File: src/tbpf_pkg.sv
// ============================================================================
// Tile background pixel fetch - shared definitions
// Types, register indexes and address constants used across the front end,
// the item queue and the back end.
// ============================================================================
package tbpf_pkg;

   // Screen and memory geometry
   localparam int SCREEN_WIDTH  = 160;
   localparam int VISIBLE_LINES = 144;
   localparam int VRAM_BYTES    = 8192;
   localparam int VRAM_AW       = $clog2(VRAM_BYTES);
   localparam int QUEUE_DEPTH   = 4;
   localparam int QUEUE_PW      = $clog2(QUEUE_DEPTH);

   // Offsets inside video memory (memory base is 0x8000)
   localparam logic [VRAM_AW-1:0] MAP_LOW_OFS     = 13'h1800;
   localparam logic [VRAM_AW-1:0] MAP_HIGH_OFS    = 13'h1C00;
   localparam logic [VRAM_AW-1:0] SIGNED_DATA_OFS = 13'h0800;

   // The window position register holds the start column plus this amount
   localparam logic [7:0] WIN_X_BIAS = 8'd7;

   // Display control bits
   localparam int CTRL_WIN_MAP  = 6;
   localparam int CTRL_WIN_EN   = 5;
   localparam int CTRL_TILE_SEL = 4;
   localparam int CTRL_BG_MAP   = 3;

   // Register indexes on the configuration port
   typedef enum logic [2:0] {
      CSR_DISPLAY_CONTROL = 3'd0,
      CSR_SCROLL_X        = 3'd1,
      CSR_SCROLL_Y        = 3'd2,
      CSR_WINDOW_X_RAW    = 3'd3,
      CSR_WINDOW_Y        = 3'd4
   } csr_index_type;

   // Item operation codes
   typedef enum logic {
      OP_WRITE  = 1'b0,
      OP_RENDER = 1'b1
   } op_type;

   // Context that travels with a render item through the back end
   typedef struct packed {
      logic [2:0] fine_x;
      logic [2:0] fine_y;
      logic [7:0] px;
      logic [7:0] ln;
   } pix_type;

   // One classified item in the queue: a memory write or a map fetch
   typedef struct packed {
      logic               is_write;
      logic [VRAM_AW-1:0] addr;
      logic [7:0]         wdata;
      pix_type            pix;
   } entry_type;

endpackage

File: src/tbpf_queue.sv
// ============================================================================
// Tile background pixel fetch - item queue
// A short FIFO of classified items between the front end and the back end.
// ============================================================================
module tbpf_queue (
   input  logic                  clock,
   input  logic                  reset,
   input  logic                  push,
   input  tbpf_pkg::entry_type   push_entry,
   input  logic                  pop,
   output logic                  head_valid,
   output tbpf_pkg::entry_type   head_entry,
   output logic                  full
);
   import tbpf_pkg::*;

   entry_type               slots_ff [QUEUE_DEPTH];
   logic [QUEUE_PW-1:0]     wr_ptr_ff, wr_ptr_in;
   logic [QUEUE_PW-1:0]     rd_ptr_ff, rd_ptr_in;
   logic [QUEUE_PW:0]       count_ff, count_in;
   logic                    do_pop;

   assign head_valid = (count_ff != '0);
   assign full       = (count_ff == (QUEUE_PW+1)'(QUEUE_DEPTH));
   assign head_entry = slots_ff[rd_ptr_ff];
   assign do_pop     = pop & head_valid;

   // Pointer and fill count bookkeeping.
   always_comb begin
      wr_ptr_in = wr_ptr_ff;
      rd_ptr_in = rd_ptr_ff;
      count_in  = count_ff;
      if (push) begin
         wr_ptr_in = wr_ptr_ff + 1'b1;
      end
      if (do_pop) begin
         rd_ptr_in = rd_ptr_ff + 1'b1;
      end
      if (push && !do_pop) begin
         count_in = count_ff + 1'b1;
      end else if (!push && do_pop) begin
         count_in = count_ff - 1'b1;
      end
   end

   always_ff @(posedge clock) begin
      if (reset) begin
         wr_ptr_ff <= '0;
         rd_ptr_ff <= '0;
         count_ff  <= '0;
      end else begin
         wr_ptr_ff <= wr_ptr_in;
         rd_ptr_ff <= rd_ptr_in;
         count_ff  <= count_in;
      end
   end

   // Entry storage; the front end only pushes when the queue is not full.
   always_ff @(posedge clock) begin
      if (push) begin
         slots_ff[wr_ptr_ff] <= push_entry;
      end
   end

endmodule

File: config.mk
export PLATFORM = sky130hd
export DESIGN_NAME = tbpf_queue
export DESIGN_NICKNAME = d
export VERILOG_FILES = /design/src/tbpf_pkg.sv /design/src/tbpf_queue.sv
export SDC_FILE = /design/constraint.sdc
export NUM_CORES = 1
export LEC_CHECK = 0
export BUFFER_PORTS_ARGS = -buffer_cell sky130_fd_sc_hd__buf_4
export CAP_MARGIN = 40
export CORE_MARGIN = 2
export CORE_UTILIZATION = 51
export DETAILED_ROUTE_END_ITERATION = 7
export PLACE_DENSITY = 0.84
export SETUP_SLACK_MARGIN = 0.1
export SYNTH_ARGS = -nofsm -noshare
export SYNTH_HDL_FRONTEND = slang
export SYNTH_SLANG_ARGS = --single-unit
File: constraint.sdc
create_clock -name clock -period 2 [get_ports clock]
set_clock_uncertainty 0.05 [all_clocks]
set_input_delay 0.4 -clock clock [delete_from_list [all_inputs] [get_ports clock]]
set_output_delay 0.4 -clock clock [all_outputs]
set_load 0.02 [all_outputs]
### Word level (Yosys, flattened, before mapping)

Memory sizes are Yosys's and may differ from the RTL's. A register that Yosys moved wholly into a read port is not among the register bits.
Index checks and enable logic that the tools add are counted.

| word-level totals | value |
|---|---|
| flip-flop bits (word level) | 7 |
| memory bits (writable) | 176 |
| input port bits | 48 |
| output and inout port bits | 46 |
| logic and storage cells | 22 |
| memories | 1 |

Memories:

| name | words | bits a word | rd ports | clocked after memory_dff | write ports | RTL line | RTL |
|---|---|---|---|---|---|---|---|
| slots_ff | 4 | 44 | 1 | 1 | 1 | tbpf_queue.sv:17 | `entry_type slots_ff [QUEUE_DEPTH];` |

| cells by class | value |
|---|---|
| $add $sub $neg | 4 |
| equality and inequality tests | 1 |
| mux-type cells | 6 |
| bitwise operators | 1 |
| reduce and logical (&&, ||, !) cells | 6 |

Operators with widths:

| kind | count |
|---|---|
| two-way mux 3 bit | 2 |
| adder 2 x 1 -> 2 bit (second input constant) | 2 |
| two-way mux 2 bit | 2 |
| adder 3 x 1 -> 3 bit (second input constant) | 1 |
| equality test 3 bit (second input constant) | 1 |
| nonzero test 3 bit | 1 |
| subtractor 3 x 1 -> 3 bit (second input constant) | 1 |
| logical AND 1 bit | 2 |
| logical NOT 1 bit | 2 |
| two-way mux 1 bit | 2 |
| nonzero test 2 bit | 1 |
| AND 1 bit | 1 |

### Depth between registers and ports, before layout

| depth | value |
|---|---|
| word-level depth | 5 |
| depth in mapped cells | 7 |

### Worst setup path after synthesis

OpenSTA, ideal clock, no wires.

| timing path | value |
|---|---|
| kind | reg2reg |
| from | register wr_ptr_ff[0] |
| to | memory slots_ff[2][0] (netlist bit), enable pin |
| library setup time | 0.406 ns |
| arrival time | 1.600 ns |
| required time | 1.544 ns |
| path slack | -0.056 ns |
| cell stages (with the launch flop) | 4 |
| period minus slack after synthesis | 2.056 ns |
| cells stage by stage | dfxtp_1 inv_1 ha_1 and2_1 |

RTL lines:

| item | RTL line | RTL |
|---|---|---|
| start: declaration | tbpf_queue.sv:18 | `logic [QUEUE_PW-1:0] wr_ptr_ff, wr_ptr_in;` |
| start signal: assignment | tbpf_queue.sv:52 | `wr_ptr_ff <= wr_ptr_in;` |
| end: declaration | tbpf_queue.sv:17 |  |

Straight into the memory's write port.

==> results.ini <==
[setup_path]
worstSetupStartpointType=flip-flop
r2r-start=count_ff[1]$_SDFFE_PP0P_
critPathMostFrequentCell=buf_12
crit_fanout=6
arrival_ns=1.76
worstPathRequired_ns=1.55
worstPathCellList=buf_12, buf_12, mux4_2, buf_6
crit_slowest_cell=mux4_2
max_stage_delay_ns=0.54
cp-end-kind=output pin
crit_type=flip-flop to output pin

[routing]
antenna_left=0
finalWirelength_mm=11.65
dr_total_vias=3157
firstDrtPassIters=4
drc=0
wl_per_cell_um=19.82
via_per_inst=5.369
drt_iter0_drc=248

[finish]
design_area_mm2=0.008736
drive_gt1_share_pct=49.03
multi_input_area_mm2=0.001271
post-route-util_pct=66.23
area_growth_pct=27.60
instances_no_fill=588
final_net_count=454
num_antenna_cells=0
layout.cells.most_common=edfxtp_1
mostFrequentLayoutCells=176 x edfxtp_1, 59 x buf_4, 49 x buf_6
fillers=871
seqCellArea_mm2=0.005479

[global_routing]
antenna_found_initial=0
grt_usage_pct=17.29
grt_max_degree=45
grt_pass1_vias=3361
grt_pass1_wl_mm=17.88
grt_overflow=0

[timing]
hold_viol=0
finalSetupTns_ns=-7.038
relSlewSlack_pct=55.86
min_period_over_period_pct=110.6
fin_ws_ns=-0.2114
final-setup-viol-count=44
min_period_ns=2.211
rsz0062_at_grt=yes
slew_viol_final=0
fmax_mhz=452.2
tightestPinTransition_ns=0.6622

[cts]
cts_buffers=17
cts_tree=yes
clockBufferDepth=2
ctsRootBufferMaster=clkbuf_16
cts_max_level=4
path_clk_slew_ns=0.06
clock_latency_ns=0.41
clock_sinks=185

[power_and_ir_drop]
vdd_ir_drop_max_uv=660.1
seqPwrFrac_pct=41.5
combinationalPowerShare_pct=30.8
p_int_mw=8.218
power_density_mw_per_mm2=1268
clkPwrFrac_pct=27.7
switching_share_pct=25.80
p_switching_mw=2.858
p_leak_nw=2.997

[synthesis]
synth_area_mm2=0.006847
yosysUniqueCellTypes=23
synth_area_per_cell_um2=24.99
synth_seq_area_share_pct=79.82
synthArstFlopShare_pct=0
yosys_warnings=0
synth-edff-count=176
synth_ff_type=edfxtp_1
synthCells=274
syn-num-nets=328
ys_ff_latch=185

[floorplanning]
chipHeight_um=119.9
rows=42
core-area_mm2=0.01319
start_util_pct=51.91
ios=94
dieArea_mm2=0.01437
die_w_um=119.9

[placed_design]
port_buffers=93
dpl_cell_area_mm2=0.007829
pre_cts_ws_ns=0.01981
gp_congestion=0.6558
dp_hpwl_mm=6.787
placedCellCount=544

[run]
maxCapViolations=0

[min_path]
min_path_type=input port to flip-flop
worstHoldStart=push_entry[24]

[status]
status=finished, violations left
violations=negative setup slack

## registers in the layout, indices dropped and copies added, names as in the netlist, named ones only
name and flops:
wr_ptr_ff 2, slots_ff 176, rd_ptr_ff 2, count_ff 3
## path summary, 6_finish.rpt
path / endpoint / slack, ns / depth (start not counted)
worst max-delay path: head_entry[31] / -0.21 / 4
worst min-delay path: slots_ff[3][24]$_DFFE_PP_ / 0.13 / 1
worst min register to register: flip-flop / 0.50 / 2
worst max register to register: count_ff[2]$_SDFFE_PP0P_ / 0.07 / 7
## power groups by stage
| stage | Combinational, mW | Sequential, mW | Clock (mW) |
|---|---|---|---|
| after floorplan | 1.86 | 4.63 | 0 |
| after global placement | 2.63 | 4.70 | 0 |
| after detailed placement | 2.68 | 4.72 | 0 |
| after CTS | 3.32 | 4.59 | 3.15 |
| after global routing | 3.61 | 4.62 | 3.30 |
| final | 3.41 | 4.60 | 3.07 |
## metrics by stage
stage	power [mW]	hold slack, ns
2_1_floorplan	6.494	0.4347
3_3_place_gp	7.335	0.4443
3_5_place_dp	7.398	0.4748
4_1_cts	11.06	0.1105
5_1_grt	11.53	0.1132
6_report	11.08	0.1312
## cell type report
class	count	share of cell area (%)
Clock buffer	19	4.956
Clock inverter	12	1.246
Inverter	3	0.1289
Multi-Input combinational cell	75	14.55
Sequential cell	185	62.72
Tap cell	176	2.521
Timing Repair Buffer	118	13.88
## synth_stat cells, types with 2 or more instances
cell type,count,area share (%)
mux4_1,4,1.5
edfxtp_1,176,77
ha_1,5,0.91
xor2_1,4,0.51
dfxtp_1,9,2.6
buf_12,4,1.2
and2_1,4,0.37
mux4_2,40,13
mux2i_1,2,0.29
buf_2,4,0.29
or3_1,2,0.18
inv_1,3,0.16
nor2_1,7,0.38
## per-layer routing
metal	vias up	global-route usage [%]	share of wire [%]
met5	-	0	0
met4	0	6.176	1.1
met3	12	5.371	5.4
met2	90	29.04	54
met1	1647	21.41	40
li1	1408	-	-
## logic make-up after synthesis
logic type | synth area share (%)
simple gates | 1.042
buf+inv | 1.919
flops | 79.82
compound gates | 0.3837
mux | 14.99
fa+ha+maj | 1.206
xor+xnor | 0.6396
## worst max-delay path: cells and delay by family, from the launching register on
family,cells,cell delay [ns]
multiplexers,1,0.54
flip-flops,1,0.37
buffers and inverters,3,0.43
## repair_timing
action                                  CTS  global route
cloned                                    2             0
pin swaps                                 4             2
endpoints found under the setup margin   46            46
resized for setup                        48            19
hold buffers                              0             0
buffers inserted                          8             3
Note: power is estimated with default switching activity, not from simulation.
