### src/tbpf_pkg.sv
// ============================================================================
// Tile background pixel fetch - shared definitions
// Types, register indexes and address constants used across the front end,
// the item queue and the back end.
// ============================================================================
package tbpf_pkg;

   // Screen and memory geometry
   localparam int SCREEN_WIDTH  = 160;
   localparam int VISIBLE_LINES = 144;
   localparam int VRAM_BYTES    = 8192;
   localparam int VRAM_AW       = $clog2(VRAM_BYTES);
   localparam int QUEUE_DEPTH   = 4;
   localparam int QUEUE_PW      = $clog2(QUEUE_DEPTH);

   // Offsets inside video memory (memory base is 0x8000)
   localparam logic [VRAM_AW-1:0] MAP_LOW_OFS     = 13'h1800;
   localparam logic [VRAM_AW-1:0] MAP_HIGH_OFS    = 13'h1C00;
   localparam logic [VRAM_AW-1:0] SIGNED_DATA_OFS = 13'h0800;

   // The window position register holds the start column plus this amount
   localparam logic [7:0] WIN_X_BIAS = 8'd7;

   // Display control bits
   localparam int CTRL_WIN_MAP  = 6;
   localparam int CTRL_WIN_EN   = 5;
   localparam int CTRL_TILE_SEL = 4;
   localparam int CTRL_BG_MAP   = 3;

   // Register indexes on the configuration port
   typedef enum logic [2:0] {
      CSR_DISPLAY_CONTROL = 3'd0,
      CSR_SCROLL_X        = 3'd1,
      CSR_SCROLL_Y        = 3'd2,
      CSR_WINDOW_X_RAW    = 3'd3,
      CSR_WINDOW_Y        = 3'd4
   } csr_index_type;

   // Item operation codes
   typedef enum logic {
      OP_WRITE  = 1'b0,
      OP_RENDER = 1'b1
   } op_type;

   // Context that travels with a render item through the back end
   typedef struct packed {
      logic [2:0] fine_x;
      logic [2:0] fine_y;
      logic [7:0] px;
      logic [7:0] ln;
   } pix_type;

   // One classified item in the queue: a memory write or a map fetch
   typedef struct packed {
      logic               is_write;
      logic [VRAM_AW-1:0] addr;
      logic [7:0]         wdata;
      pix_type            pix;
   } entry_type;

endpackage

### src/tbpf_front.sv
// ============================================================================
// Tile background pixel fetch - front end
// Holds the configuration registers, accepts items, drops renders that fall
// off screen, and turns each render into a tile-map address plus context.
// ============================================================================
module tbpf_front (
   input  logic                  clock,
   input  logic                  reset,
   input  logic                  start,
   output logic                  busy,
   input  logic                  req_op,
   input  logic [12:0]           req_vram_addr,
   input  logic [7:0]            req_vram_data,
   input  logic [7:0]            req_pixel_x,
   input  logic [7:0]            req_screen_line,
   input  logic                  csr_we,
   input  logic [2:0]            csr_index,
   input  logic [7:0]            csr_wdata,
   input  logic                  clearing,
   input  logic                  queue_full,
   output logic                  push,
   output tbpf_pkg::entry_type   push_entry,
   output logic                  tile_unsigned
);
   import tbpf_pkg::*;

   logic [7:0] ctrl_ff, ctrl_in;
   logic [7:0] scx_ff, scx_in;
   logic [7:0] scy_ff, scy_in;
   logic [7:0] wxr_ff, wxr_in;
   logic [7:0] wy_ff, wy_in;

   logic       accept;
   logic       on_screen;
   logic [7:0] win_col;
   logic       in_window;
   logic [7:0] map_x;
   logic [7:0] map_y;
   logic       map_sel;

   // Configuration writes; unknown indexes are ignored.
   always_comb begin
      ctrl_in = ctrl_ff;
      scx_in  = scx_ff;
      scy_in  = scy_ff;
      wxr_in  = wxr_ff;
      wy_in   = wy_ff;
      if (csr_we) begin
         case (csr_index)
            CSR_DISPLAY_CONTROL: ctrl_in = csr_wdata;
            CSR_SCROLL_X:        scx_in  = csr_wdata;
            CSR_SCROLL_Y:        scy_in  = csr_wdata;
            CSR_WINDOW_X_RAW:    wxr_in  = csr_wdata;
            CSR_WINDOW_Y:        wy_in   = csr_wdata;
            default: begin
            end
         endcase
      end
   end

   always_ff @(posedge clock) begin
      if (reset) begin
         ctrl_ff <= '0;
         scx_ff  <= '0;
         scy_ff  <= '0;
         wxr_ff  <= '0;
         wy_ff   <= '0;
      end else begin
         ctrl_ff <= ctrl_in;
         scx_ff  <= scx_in;
         scy_ff  <= scy_in;
         wxr_ff  <= wxr_in;
         wy_ff   <= wy_in;
      end
   end

   assign tile_unsigned = ctrl_ff[CTRL_TILE_SEL];

   // Handshake: hold off while memory is being cleared or the queue is full.
   assign busy   = clearing | queue_full;
   assign accept = start & ~busy;

   // Window or background decision and the wrapped map coordinates.
   assign on_screen = ({1'b0, req_pixel_x} < 9'(SCREEN_WIDTH)) &&
                      ({1'b0, req_screen_line} < 9'(VISIBLE_LINES));
   assign win_col   = wxr_ff - WIN_X_BIAS;
   assign in_window = ctrl_ff[CTRL_WIN_EN] && (req_screen_line >= wy_ff) &&
                      (req_pixel_x >= win_col);

   always_comb begin
      if (in_window) begin
         map_x   = req_pixel_x - win_col;
         map_y   = req_screen_line - wy_ff;
         map_sel = ctrl_ff[CTRL_WIN_MAP];
      end else begin
         map_x   = req_pixel_x + scx_ff;
         map_y   = req_screen_line + scy_ff;
         map_sel = ctrl_ff[CTRL_BG_MAP];
      end
   end

   // Build the queue entry; off-screen renders never enter the queue.
   always_comb begin
      push_entry.is_write   = (req_op == OP_WRITE);
      push_entry.wdata      = req_vram_data;
      push_entry.pix.fine_x = map_x[2:0];
      push_entry.pix.fine_y = map_y[2:0];
      push_entry.pix.px     = req_pixel_x;
      push_entry.pix.ln     = req_screen_line;
      if (req_op == OP_WRITE) begin
         push_entry.addr = req_vram_addr;
      end else begin
         push_entry.addr = (map_sel ? MAP_HIGH_OFS : MAP_LOW_OFS) |
                           {3'b000, map_y[7:3], map_x[7:3]};
      end
   end

   assign push = accept & ((req_op == OP_WRITE) | on_screen);

endmodule

### config.mk
export PLATFORM = sky130hd
export DESIGN_NAME = tbpf_front
export DESIGN_NICKNAME = d
export VERILOG_FILES = /design/src/tbpf_pkg.sv /design/src/tbpf_front.sv
export SDC_FILE = /design/constraint.sdc
export NUM_CORES = 1
export LEC_CHECK = 0
export BUFFER_PORTS_ARGS = -buffer_cell sky130_fd_sc_hd__buf_2
export CAP_MARGIN = 40
export CORE_ASPECT_RATIO = 1.75
export CORE_MARGIN = 2
export CORE_UTILIZATION = 56
export CTS_CLUSTER_DIAMETER = 60
export DETAILED_ROUTE_END_ITERATION = 10
export PLACE_DENSITY = 0.93
export SLEW_MARGIN = 10
export SYNTH_ARGS = -nofsm -noshare
export SYNTH_HDL_FRONTEND = slang
export SYNTH_SLANG_ARGS = --single-unit
### constraint.sdc
create_clock -name clock -period 4.5 [get_ports clock]
set_clock_uncertainty 0.1 [all_clocks]
set_input_delay 0 -clock clock [delete_from_list [all_inputs] [get_ports clock]]
set_output_delay 0 -clock clock [all_outputs]
set_load 0.02 [all_outputs]
# Word level (Yosys, flattened, before mapping)
# Index checks and enable logic that the tools add are counted.
[totals]
reg_bits = 39
in_bits = 55
out_inout_bits = 47
word_cells = 39
[op_classes]
addsub = 5
n_lt_le_gt_ge = 4
n_eq_ne = 4
mux = 5
n_bitwise = 7
reduce_logical = 9
[op_table]
columns = ["cell", "n"]
rows = [
  ["8-bit adder", 2],
  ["8-bit >= comparator", 2],
  ["8-bit less-than comparator (second input constant)", 2],
  ["8-bit two-way mux", 2],
  ["8-bit subtractor", 2],
  ["13-bit two-way mux", 1],
  ["13-bit by 10-bit OR with 13-bit output", 1],
  ["11-bit two-way mux", 1],
  ["2-bit AND reduction", 5],
  ["8-bit by 3-bit subtractor with 8-bit output (second input constant)", 1],
  ["3-bit by 2-bit equality test with 1-bit output (second input constant)", 2],
  ["3-bit by 1-bit equality test with 1-bit output (second input constant)", 1],
  ["3-bit equality test (second input constant)", 1],
  ["1-bit logical AND", 3],
  ["3-bit zero test", 1],
  ["1-bit AND", 2],
  ["1-bit inverter", 2],
  ["1-bit OR", 2],
  ["1-bit two-way mux", 1],
]

# Longest topological paths before layout
[logic_depth]
word_depth = 7
mapped_depth = 13

# Least setup slack after synthesis
# OpenSTA, ideal clock, no wires.
[synth_timing]
kind = "register to output"
from = "reg wxr_ff[2]"
to = "out push_entry[16] (netlist name)"
t_arrival_ns = 2.837
required_time_ns = 4.400
path_slack_ns = 1.563
path_stages_with_launch = 13
path_buffers = 2
path_cell_list = "dfxtp_1 nand3_1 nor3b_1 or3b_2 xor2_1 ha_1 nand2_1 a311oi_1 o21ai_1 a21oi_2 buf_6 buf_8 mux2i_1"
[synth_rtl]
columns = ["element", "line_no", "rtl"]
rows = [
  ["from (decl)", "tbpf_front.sv:30", "logic [7:0] wxr_ff, wxr_in;"],
  ["from (signal assigned)", "tbpf_front.sv:72", "wxr_ff <= wxr_in;"],
  ["to (decl)", "tbpf_front.sv:22", "output tbpf_pkg::entry_type push_entry,"],
]

==> run summary <==
Die W -> 60.51 um
Grt ovf -> 0
Static leakage -> 1.585 nW
Drt drc -> 0
Num rows -> 36
Post-Synthesis Cell Area -> 3129 um2
Io pins -> 102
Detailed-route vias per instance -> 5.538
Critical path endpoint -> push_entry[31]
Critical path required time -> 4.40 ns
Syn Nets -> 504
Synthesized instance count -> 414
Placed cell areas -> 3410 um2
Status -> finished, final reports clean
Cell variety after synth -> 45
Hold crit path type -> input port to flip-flop
Area growth syn-to-layout -> 17.51%
GP Congestion -> 0.8396
Max-slew headroom -> 0.5397
Critical Path Max Stage Delay -> 0.53 ns
Final period util -> 0.8829
CP startpoint -> wxr_ff[2]
Seq cells post-synth -> 36
Die ar. -> 6225 um2
Multi-input gate area -> 2067 um2
Seq/Total Area, Yosys -> 0.2303
Avg Inst Size Synth -> 7.559 um2
Routed WL -> 7.897 mm
Startpoint class of the critical path -> flip-flop
Initial Util -> 0.5694
Min Tclk post-route -> 3.973 ns
Fin Setup TNS -> 0 ns
Worst path slowest cell -> a21oi_2
Top cells by area, synth -> dfxtp_1 (23%), ha_1 (12%), a21oi_1 (10%)
Max Fanout on Critical Path -> 12
H-tree level count -> 2
Synth Area in XOR/XNOR -> 0.07837
Syn. warnings -> 0
Root Driver -> clkbuf_8
Top FF cell, synth -> dfxtp_1
Adder-cell share of the synthesized area -> 0.1495
RSZ-0062 raised after global routing -> false
Clk_lat worst skew -> 0.28 ns
Buf+Inv Stages, Crit Path -> 2
Mux share of post-synthesis cell area -> 0.04158
Layout Nets -> 576
Power Density -> 234.5 nW/um2
Delay-heaviest family, CP -> compound AO/OA/AOI/OAI gates
Setup CP Type -> flip-flop to primary output
Synth Area in Compound Gates -> 0.2023
Final Cell Area -> 3677 um2
Num CTS Buffers -> 5
Wire per inst -> 14.03 um
TritonCTS clock tree -> done
Least-Margin Pin Slew -> 0.6905 ns
Commonest cells after routing, fill and taps aside -> buf_2 (85), nand2_1 (74), a21oi_1 (65), dfxtp_1 (36), ha_1 (31)
Worst Setup End Kind -> primary output
# port buffers -> 85
Fin. Hold Viols -> 0
DIE HEIGHT -> 102.9 um
Maximum vdd drop -> 0.1936 mV
CP Depth -> 13
Final setup viols -> 0
DR iter-0 viols -> 118
Post-synth top area share -> 0.2303
Crit path arrival time -> 3.87 ns
Register Area -> 720.7 um2
Clk sink count -> 36
Initial antenna violation count -> 0
ANT cells -> 0
Total Routing Usage GR -> 0.2476
Post-synth EDFFs -> 0
Total of max-cap violations -> 0
Worst reg2reg setup slack -> 3.67 ns
Largest area contributor in the netlist -> dfxtp_1
Number of global-route vias before repair -> 2935
Most common cell after layout, fill and taps aside -> buf_2
Clk buf depth -> 2
Layout cells sized above 1 -> 0.2053
FF-to-FF Start -> wxr_ff[2]
Vias -> 3118
Synth Area in Simple Gates -> 0.1887
Setup repair bufs after CTS -> 0
Max Fclk -> 251.7 MHz
DRT antenna net count -> 0
Synth async-reset ratio -> 0
Post-DP HPWL -> 6.348 mm
Reg-to-Reg End -> wxr_ff[2]
FILL cells -> 458
Largest family of logic cells by synthesized area -> compound AO/OA/AOI/OAI gates
Register-to-Register Path Depth -> 2
Worst-path clk slew -> 0.07 ns
Pin count of the biggest net entering global routing -> 37
Global-route wire length before repair -> 11.97 mm
CP cell instances -> nand3_1 > nor3b_1 > or3b_2 > xor2_1 > ha_1 > nand2_1 > a311oi_1 > o21ai_1 > a21oi_2 > buf_4 > mux2i_1 > a21oi_1 > buf_2
Fin. max-slew vios -> 0
Drt pass-1 iters -> 4
Core area -> 5495 um2
==> timing repair <==
| item | 4_1_cts | 5_1_grt |
|---|---|---|
| hold buffers | 16 | 0 |
| endpoints found under the hold margin | 44 | 0 |
| resized for setup | 0 | 0 |
==> flip-flops by register name, summed over array words and instances, names as in the netlist <==
name	flops
wxr_ff	8
ctrl_ff	4
scx_ff	8
scy_ff	8
wy_ff	8
==> worst min path at each step <==
| stage | start | endpoint | slack (ns) | cells past startpoint |
|---|---|---|---|---|
| floorplan | req_screen_line[0] | push_entry[0] | 0.01 | 1 |
| global placement | req_vram_data[1] | push_entry[23] | -0.1 | 0 |
| detailed placement | req_vram_data[1] | push_entry[23] | -0.1 | 0 |
| CTS | csr_index[1] | scx_ff[5] | 0.08 | 4 |
| global route | csr_index[1] | scx_ff[5] | 0.10 | 4 |
| finish | csr_index[1] | scx_ff[5] | 0.10 | 4 |
==> cells in the mapped netlist (2+ instances only) <==
cell type and instances:
o31a_1 2, nand3_1 5, and3_1 5, and4_1 2, o221ai_1 2, nor3b_1 2
nor2b_1 4, or3_1 2, fa_1 4, nand2b_1 5, or2_2 4, o41ai_1 2
o21bai_1 4, nor2_1 21, a21o_1 6, mux2i_1 13, buf_4 24, o21ai_1 2
xor2_1 10, clkbuf_1 10, o21ai_0 13, o31ai_1 3, nand3b_1 2, xnor2_1 18
nand2_1 74, dfxtp_1 36, a21oi_1 65, a211oi_1 2, o21a_1 3, ha_1 31
inv_1 24
==> kinds of logic (layout without fill, tap and decap cells) <==
family / after synthesis / count (layout)
and+or+nand+nor: 131 / 131
AOI/OAI and AO/OA: 109 / 109
buffers and inverters: 62 / 135
DFF: 36 / 36
adders and majority gates: 35 / 35
xor gates and xnor gates: 28 / 28
muxes: 13 / 13
==> per-layer routing <==
layer,vias up,part of all wire,wire [um],GRT usage
li1,1541,-,-,-
met1,1452,0.38,3020,0.2494
met2,115,0.55,4330,0.4992
met3,10,0.053,417,0.02635
met4,0,0.016,129,0.08194
met5,-,0,0,0
==> worst reg2reg max path, cell delays in order, from the launching register on <==
cell and delay (ns):
dfxtp_1 0.41, nand2_1 0.09, a21oi_1 0.16
==> cell type report <==
class,instances,share of cell area
clock buffers,6,0.01973
inverters,25,0.02552
clock inverters,2,0.009527
flip-flops and latches,36,0.1960
repair buffers,102,0.1613
well taps,76,0.02586
multi-input cells,316,0.5621
==> stage by stage <==
| step | hold WS [ns] | utilization | instances | setup slack (ns) | power [mW] |
|---|---|---|---|---|---|
| 2_1_floorplan | 0.01259 | - | 414 | 1.563 | 0.5153 |
| 3_3_place_gp | -0.09976 | 0.6204 | 539 | 1.092 | 0.5664 |
| 3_5_place_dp | -0.09976 | 0.6204 | 539 | 0.8816 | 0.5740 |
| 4_1_cts | 0.08492 | 0.6692 | 563 | 0.5682 | 0.8620 |
| 5_1_grt | 0.1038 | 0.6692 | 563 | 0.3856 | 0.8982 |
| 6_report | 0.1006 | 0.6692 | 563 | 0.5271 | 0.8622 |
==> power by group <==
group	leakage, nW	switching, mW	total (mW)	internal, mW
Sequential	0.291	0.00521	0.331	0.325
Clock	0.0552	0.111	0.276	0.164
Combinational	1.24	0.150	0.256	0.106
Total	1.59	0.267	0.862	0.595
(Power assumes the default switching activity.)
